File: src/design/tcw_pkg.sv
package tcw_pkg;

   localparam int COLUMNS_DEFAULT  = 80;
   localparam int ROWS_DEFAULT     = 25;
   localparam int TAB_STOP_DEFAULT = 8;

   localparam int KIND_W  = 2;
   localparam int CHAR_W  = 8;
   localparam int INDEX_W = 11;
   localparam int POS_W   = 11;
   localparam int CELL_W  = 16;
   localparam int ATTR_W  = 8;

   localparam logic [KIND_W-1:0] KIND_CHAR  = 2'd0;
   localparam logic [KIND_W-1:0] KIND_CLEAR = 2'd1;
   localparam logic [KIND_W-1:0] KIND_READ  = 2'd2;

   localparam logic [CHAR_W-1:0] CODE_BACKSPACE  = 8'h08;
   localparam logic [CHAR_W-1:0] CODE_TAB        = 8'h09;
   localparam logic [CHAR_W-1:0] CODE_LF         = 8'h0A;
   localparam logic [CHAR_W-1:0] CODE_CR         = 8'h0D;
   localparam logic [CHAR_W-1:0] CODE_UP         = 8'h48;
   localparam logic [CHAR_W-1:0] CODE_LEFT       = 8'h4B;
   localparam logic [CHAR_W-1:0] CODE_RIGHT      = 8'h4D;
   localparam logic [CHAR_W-1:0] CODE_DOWN       = 8'h50;
   localparam logic [CHAR_W-1:0] CHAR_BLANK      = 8'h20;
   localparam logic [CHAR_W-1:0] CHAR_PRINT_HIGH = 8'h7F;

   localparam logic [ATTR_W-1:0] ATTR_RESET = 8'h0F;

   typedef struct packed {
      logic load_item;
      logic ptr_clear;
      logic ptr_inc;
      logic fill_wr;
      logic fill_init;
      logic copy_rd;
      logic apply_char;
      logic cursor_home;
      logic cell_rd;
      logic load_rsp;
   } tcw_cmd_type;

   typedef struct packed {
      logic need_scroll;
      logic ptr_at_copy_end;
      logic ptr_at_last;
   } tcw_status_type;

endpackage

File: src/design/tcw_controller.sv
module tcw_controller import tcw_pkg::*; (
   input  logic                clock,
   input  logic                reset,
   input  logic                req_valid,
   input  logic [KIND_W-1:0]   req_kind,
   output logic                req_stall,
   output logic                rsp_valid,
   input  logic                rsp_stall,
   input  tcw_status_type      status,
   output tcw_cmd_type         cmd
);

   typedef enum logic [2:0] {
      ST_INIT,
      ST_IDLE,
      ST_CHAR,
      ST_COPY,
      ST_FLUSH,
      ST_FILL,
      ST_READ,
      ST_DONE
   } state_type;

   state_type state_ff, state_in;
   logic      rsp_valid_ff, rsp_valid_in;

   always_comb begin
      state_in = state_ff;
      cmd      = '0;
      unique case (state_ff)
         ST_INIT: begin
            cmd.fill_wr   = 1'b1;
            cmd.fill_init = 1'b1;
            cmd.ptr_inc   = 1'b1;
            if (status.ptr_at_last) begin
               state_in = ST_IDLE;
            end
         end
         ST_IDLE: begin
            if (req_valid) begin
               cmd.load_item = 1'b1;
               cmd.ptr_clear = 1'b1;
               unique case (req_kind)
                  KIND_CHAR: begin
                     state_in = ST_CHAR;
                  end
                  KIND_CLEAR: begin
                     cmd.cursor_home = 1'b1;
                     state_in        = ST_FILL;
                  end
                  KIND_READ: begin
                     state_in = ST_READ;
                  end
                  default: begin
                     state_in = ST_DONE;
                  end
               endcase
            end
         end
         ST_CHAR: begin
            cmd.apply_char = 1'b1;
            state_in       = status.need_scroll ? ST_COPY : ST_DONE;
         end
         ST_COPY: begin
            cmd.copy_rd = 1'b1;
            cmd.ptr_inc = 1'b1;
            if (status.ptr_at_copy_end) begin
               state_in = ST_FLUSH;
            end
         end
         ST_FLUSH: begin
            state_in = ST_FILL;
         end
         ST_FILL: begin
            cmd.fill_wr = 1'b1;
            cmd.ptr_inc = 1'b1;
            if (status.ptr_at_last) begin
               state_in = ST_DONE;
            end
         end
         ST_READ: begin
            cmd.cell_rd = 1'b1;
            state_in    = ST_DONE;
         end
         ST_DONE: begin
            if (!rsp_valid_ff || !rsp_stall) begin
               cmd.load_rsp = 1'b1;
               state_in     = ST_IDLE;
            end
         end
         default: begin
            state_in = ST_IDLE;
         end
      endcase
   end

   assign rsp_valid_in = cmd.load_rsp | (rsp_valid_ff & rsp_stall);

   always_ff @(posedge clock) begin
      if (reset) begin
         state_ff     <= ST_INIT;
         rsp_valid_ff <= 1'b0;
      end else begin
         state_ff     <= state_in;
         rsp_valid_ff <= rsp_valid_in;
      end
   end

   assign req_stall = (state_ff != ST_IDLE);
   assign rsp_valid = rsp_valid_ff;

`ifndef SYNTHESIS
   assert property (@(posedge clock) disable iff (reset)
      (req_valid && !req_stall) |=> req_stall)
      else $error("item accepted while another is in progress");

   assert property (@(posedge clock) disable iff (reset)
      $rose(rsp_valid_ff) |-> $past(state_ff == ST_DONE))
      else $error("result raised outside completion");

   assert property (@(posedge clock) disable iff (reset)
      cmd.load_rsp |-> !(rsp_valid_ff && rsp_stall))
      else $error("pending result overwritten");
`endif

endmodule

File: config.mk
export PLATFORM = sky130hd
export DESIGN_NAME = tcw_controller
export DESIGN_NICKNAME = d
export VERILOG_FILES = /design/src/design/tcw_pkg.sv /design/src/design/tcw_controller.sv
export SDC_FILE = /design/constraint.sdc
export NUM_CORES = 1
export LEC_CHECK = 0
export ABC_CLOCK_PERIOD_IN_PS = 3800
export BUFFER_PORTS_ARGS = -buffer_cell sky130_fd_sc_hd__buf_2
export CAP_MARGIN = 15
export CORE_AREA = 2 2 39 41
export CTS_CLUSTER_DIAMETER = 200
export DETAILED_ROUTE_END_ITERATION = 8
export DIE_AREA = 0 0 41 43
export SKIP_CTS_REPAIR_TIMING = 1
export SKIP_LAST_GASP = 1
export SLEW_MARGIN = 20
export SYNTH_ARGS = -nofsm -noshare
export SYNTH_HDL_FRONTEND = slang
export SYNTH_SLANG_ARGS = --single-unit
File: constraint.sdc
create_clock -name clock -period 3.8 [get_ports clock]
set_clock_uncertainty 0.1 [all_clocks]
set_input_delay 0.76 -clock clock [delete_from_list [all_inputs] [get_ports clock]]
set_output_delay 0.76 -clock clock [all_outputs]
set_load 0.03 [all_outputs]
==> results_dict.tcl <==
set metrics [dict create \
    setup_viol 0 \
    dr.pass1.iters 4 \
    syn_avg_cell_area_um2 6.64 \
    power.leakage_nw 0.229 \
    dr_wl_met3_um 55 \
    grt_pass1_wl_um 1500 \
    die_area_um2 1760 \
    antenna_left 0 \
    cts_buffers 3 \
    worstHoldPathType "flip-flop to flip-flop" \
    wl_met1_um 441 \
    start_kind "flip-flop" \
    critPathTopFamily "flip-flops" \
    worstMarginPinSlew_ns 0.558 \
    peakVddDrop_mv 0.229 \
    drc 0 \
    die_w_um 41 \
    io_pins 21 \
    synth_top_cell_area_share_pct 21.5 \
    worst_path_largest_cell_delay_ns 0.66 \
    core.rowCount 14 \
    clock_latency_ns 0.23 \
    area_delta_synth_final_pct 28.3 \
    crit_buf_inv 1 \
    p_per_area_nw_per_um2 737 \
    drt-wirelength-per-cell_um 10.5 \
    status "completed" \
    grt_pass1_vias 379 \
    cts-root-buf "clkbuf_4" \
    crit_required_ns 2.94 \
    cp-end-kind "primary output" \
    grt_antenna_before_repair 0 \
    synth_area_leader_cell "dfxtp_1" \
    timing.slew.headroom_pct 62.7 \
    wirelength_um 931 \
    finalWeightedCongestion 0.761 \
    clkTransAtPathRegs_ns 0.04 \
    path_class "flip-flop to primary output" \
    avgViaCountPerCell 5.04 \
    finalCriticalPeriod_ns 2.42 \
    grt_max_degree 19 \
    drtIter0Drc 3 \
    cp.arrival_ns 1.56 \
    port-buffer-count 20 \
    topRoutingLayerUsed "met4" \
    track_usage_pct 11.8 \
    ys_warn_count 0 \
    cap_violations 0 \
    yosys_register_bits 4 \
    synth.distinct_cells 25 \
    vias 449 \
    hpwl_um 714 \
    hold_ws_ns 0.386 \
    dr_wl_met2_um 426 \
    fmax_mhz 413 \
    yosys-top-cells-area "dfxtp_1 22%, nor3_1 8.1%, nor2_1 7.1%" \
    fin_nets 84 \
    worstPathCellList "and3_1 > nor3b_1 > buf_2" \
    synth_nets 65 \
    tns_ns 0 \
    die_h_um 43 \
    core_um2 1380 \
    grt-ovfl-total 0 \
    rsz0062_at_grt "no" \
    antenna_cells 0 \
    path_max_fanout 18 \
    drv_slew 0 \
    start_util_pct 26.9 \
    synthCells 56 \
    synth.cell_area_um2 372 \
    clock_path_buffers 2 \
    ys_seq_area_share_pct 21.5 \
    finalHoldViolCount 0 \
    drive_above_1_share_pct 34.2 \
    htreeDepth 1 \
    period_share_pct 63.8 \
    cts_tree "done" \
    cts_sinks 4 \
    crit_slowest_cell "dfxtp_1" \
]
[where the power goes]
part / internal, mW / switching [mW]
clock network: 0.0352 / 0.0159
logic: 0.0702 / 0.136
registers: 0.0529 / 0.0410
total: 0.158 / 0.193
[logic make-up (layout without fill, tap and decap cells)]
logic type	count (synthesis)	in the layout	synth area share [%]
buf+inv	10	27	14.1
simple gates	25	25	31.7
compound gates	15	15	27.6
xor+xnor	1	1	2.36
mux	1	1	2.69
flops	4	4	21.5
[cells in the final DEF (no fill, tap or decap), types with 2 or more instances in the layout]
cell type  instances
nand4_1            2
dfxtp_1            4
nor3_1             6
a21oi_1            5
nor2_1             7
o21ai_0            3
clkbuf_4           3
nand3_1            2
inv_1              4
buf_2             20
nand2_1            5
[stage by stage]
stage	util, %	cell area [um2]	instances	setup WS, ns	total power, mW
3_3_place_gp	32.8	454	86	1.53	0.303
5_1_grt	34.4	477	89	1.22	0.383
3_5_place_dp	32.8	454	86	1.50	0.302
2_1_floorplan	-	372	56	1.04	0.263
6_report	34.4	477	89	1.38	0.351
4_1_cts	34.4	477	89	1.37	0.355
[worst paths after layout]
kind / from / endpoint / slack, ns / depth (start not counted)
worst min register to register: rsp_valid / rsp_valid / 0.39 / 2
worst min-delay path: rsp_valid / rsp_valid / 0.39 / 2
worst max-delay path: state_ff[0] / cmd[2] / 1.38 / 3
worst max register to register: state_ff[0] / state_ff[2] / 2.20 / 4
[sequential cells by signal, indices dropped and copies added (netlist names)]
name	cells
rsp_valid	1
state_ff	3
[Yosys cell counts, drive strengths merged]
library cell / count
o22ai: 1
o211ai: 1
nand4: 2
nor3b: 1
nor3: 6
a211oi: 1
mux2i: 1
o21ai: 3
or3: 1
o41ai: 1
a21oi: 5
and3: 1
dfxtp: 4
inv: 4
o311a: 1
a31oi: 1
buf: 5
clkbuf: 1
nand3: 2
a21boi: 1
nor2: 7
nand2: 5
xor2: 1
[routing by layer]
metal / track usage, % / vias to the layer above
met1: 16.4 / 197
met5: 0 / -
met2: 18.1 / 13
met4: 4.00 / 0
met3: 1.57 / 2
li1: - / 237
[area by class of cell]
cell class,instances,area [um2]
clock buffer,3,22.5
multi-input combinational,42,239
inverter,4,15.0
tap,16,20.0
sequential,4,80.1
timing repair buffer,20,100
fill,161,907
[worst min-delay path: stages, from the launching register on]
cell	delay (ns)
dfxtp_1	0.32
nand2_1	0.06
a21oi_1	0.05
Power figures use the tool's default switching activity.
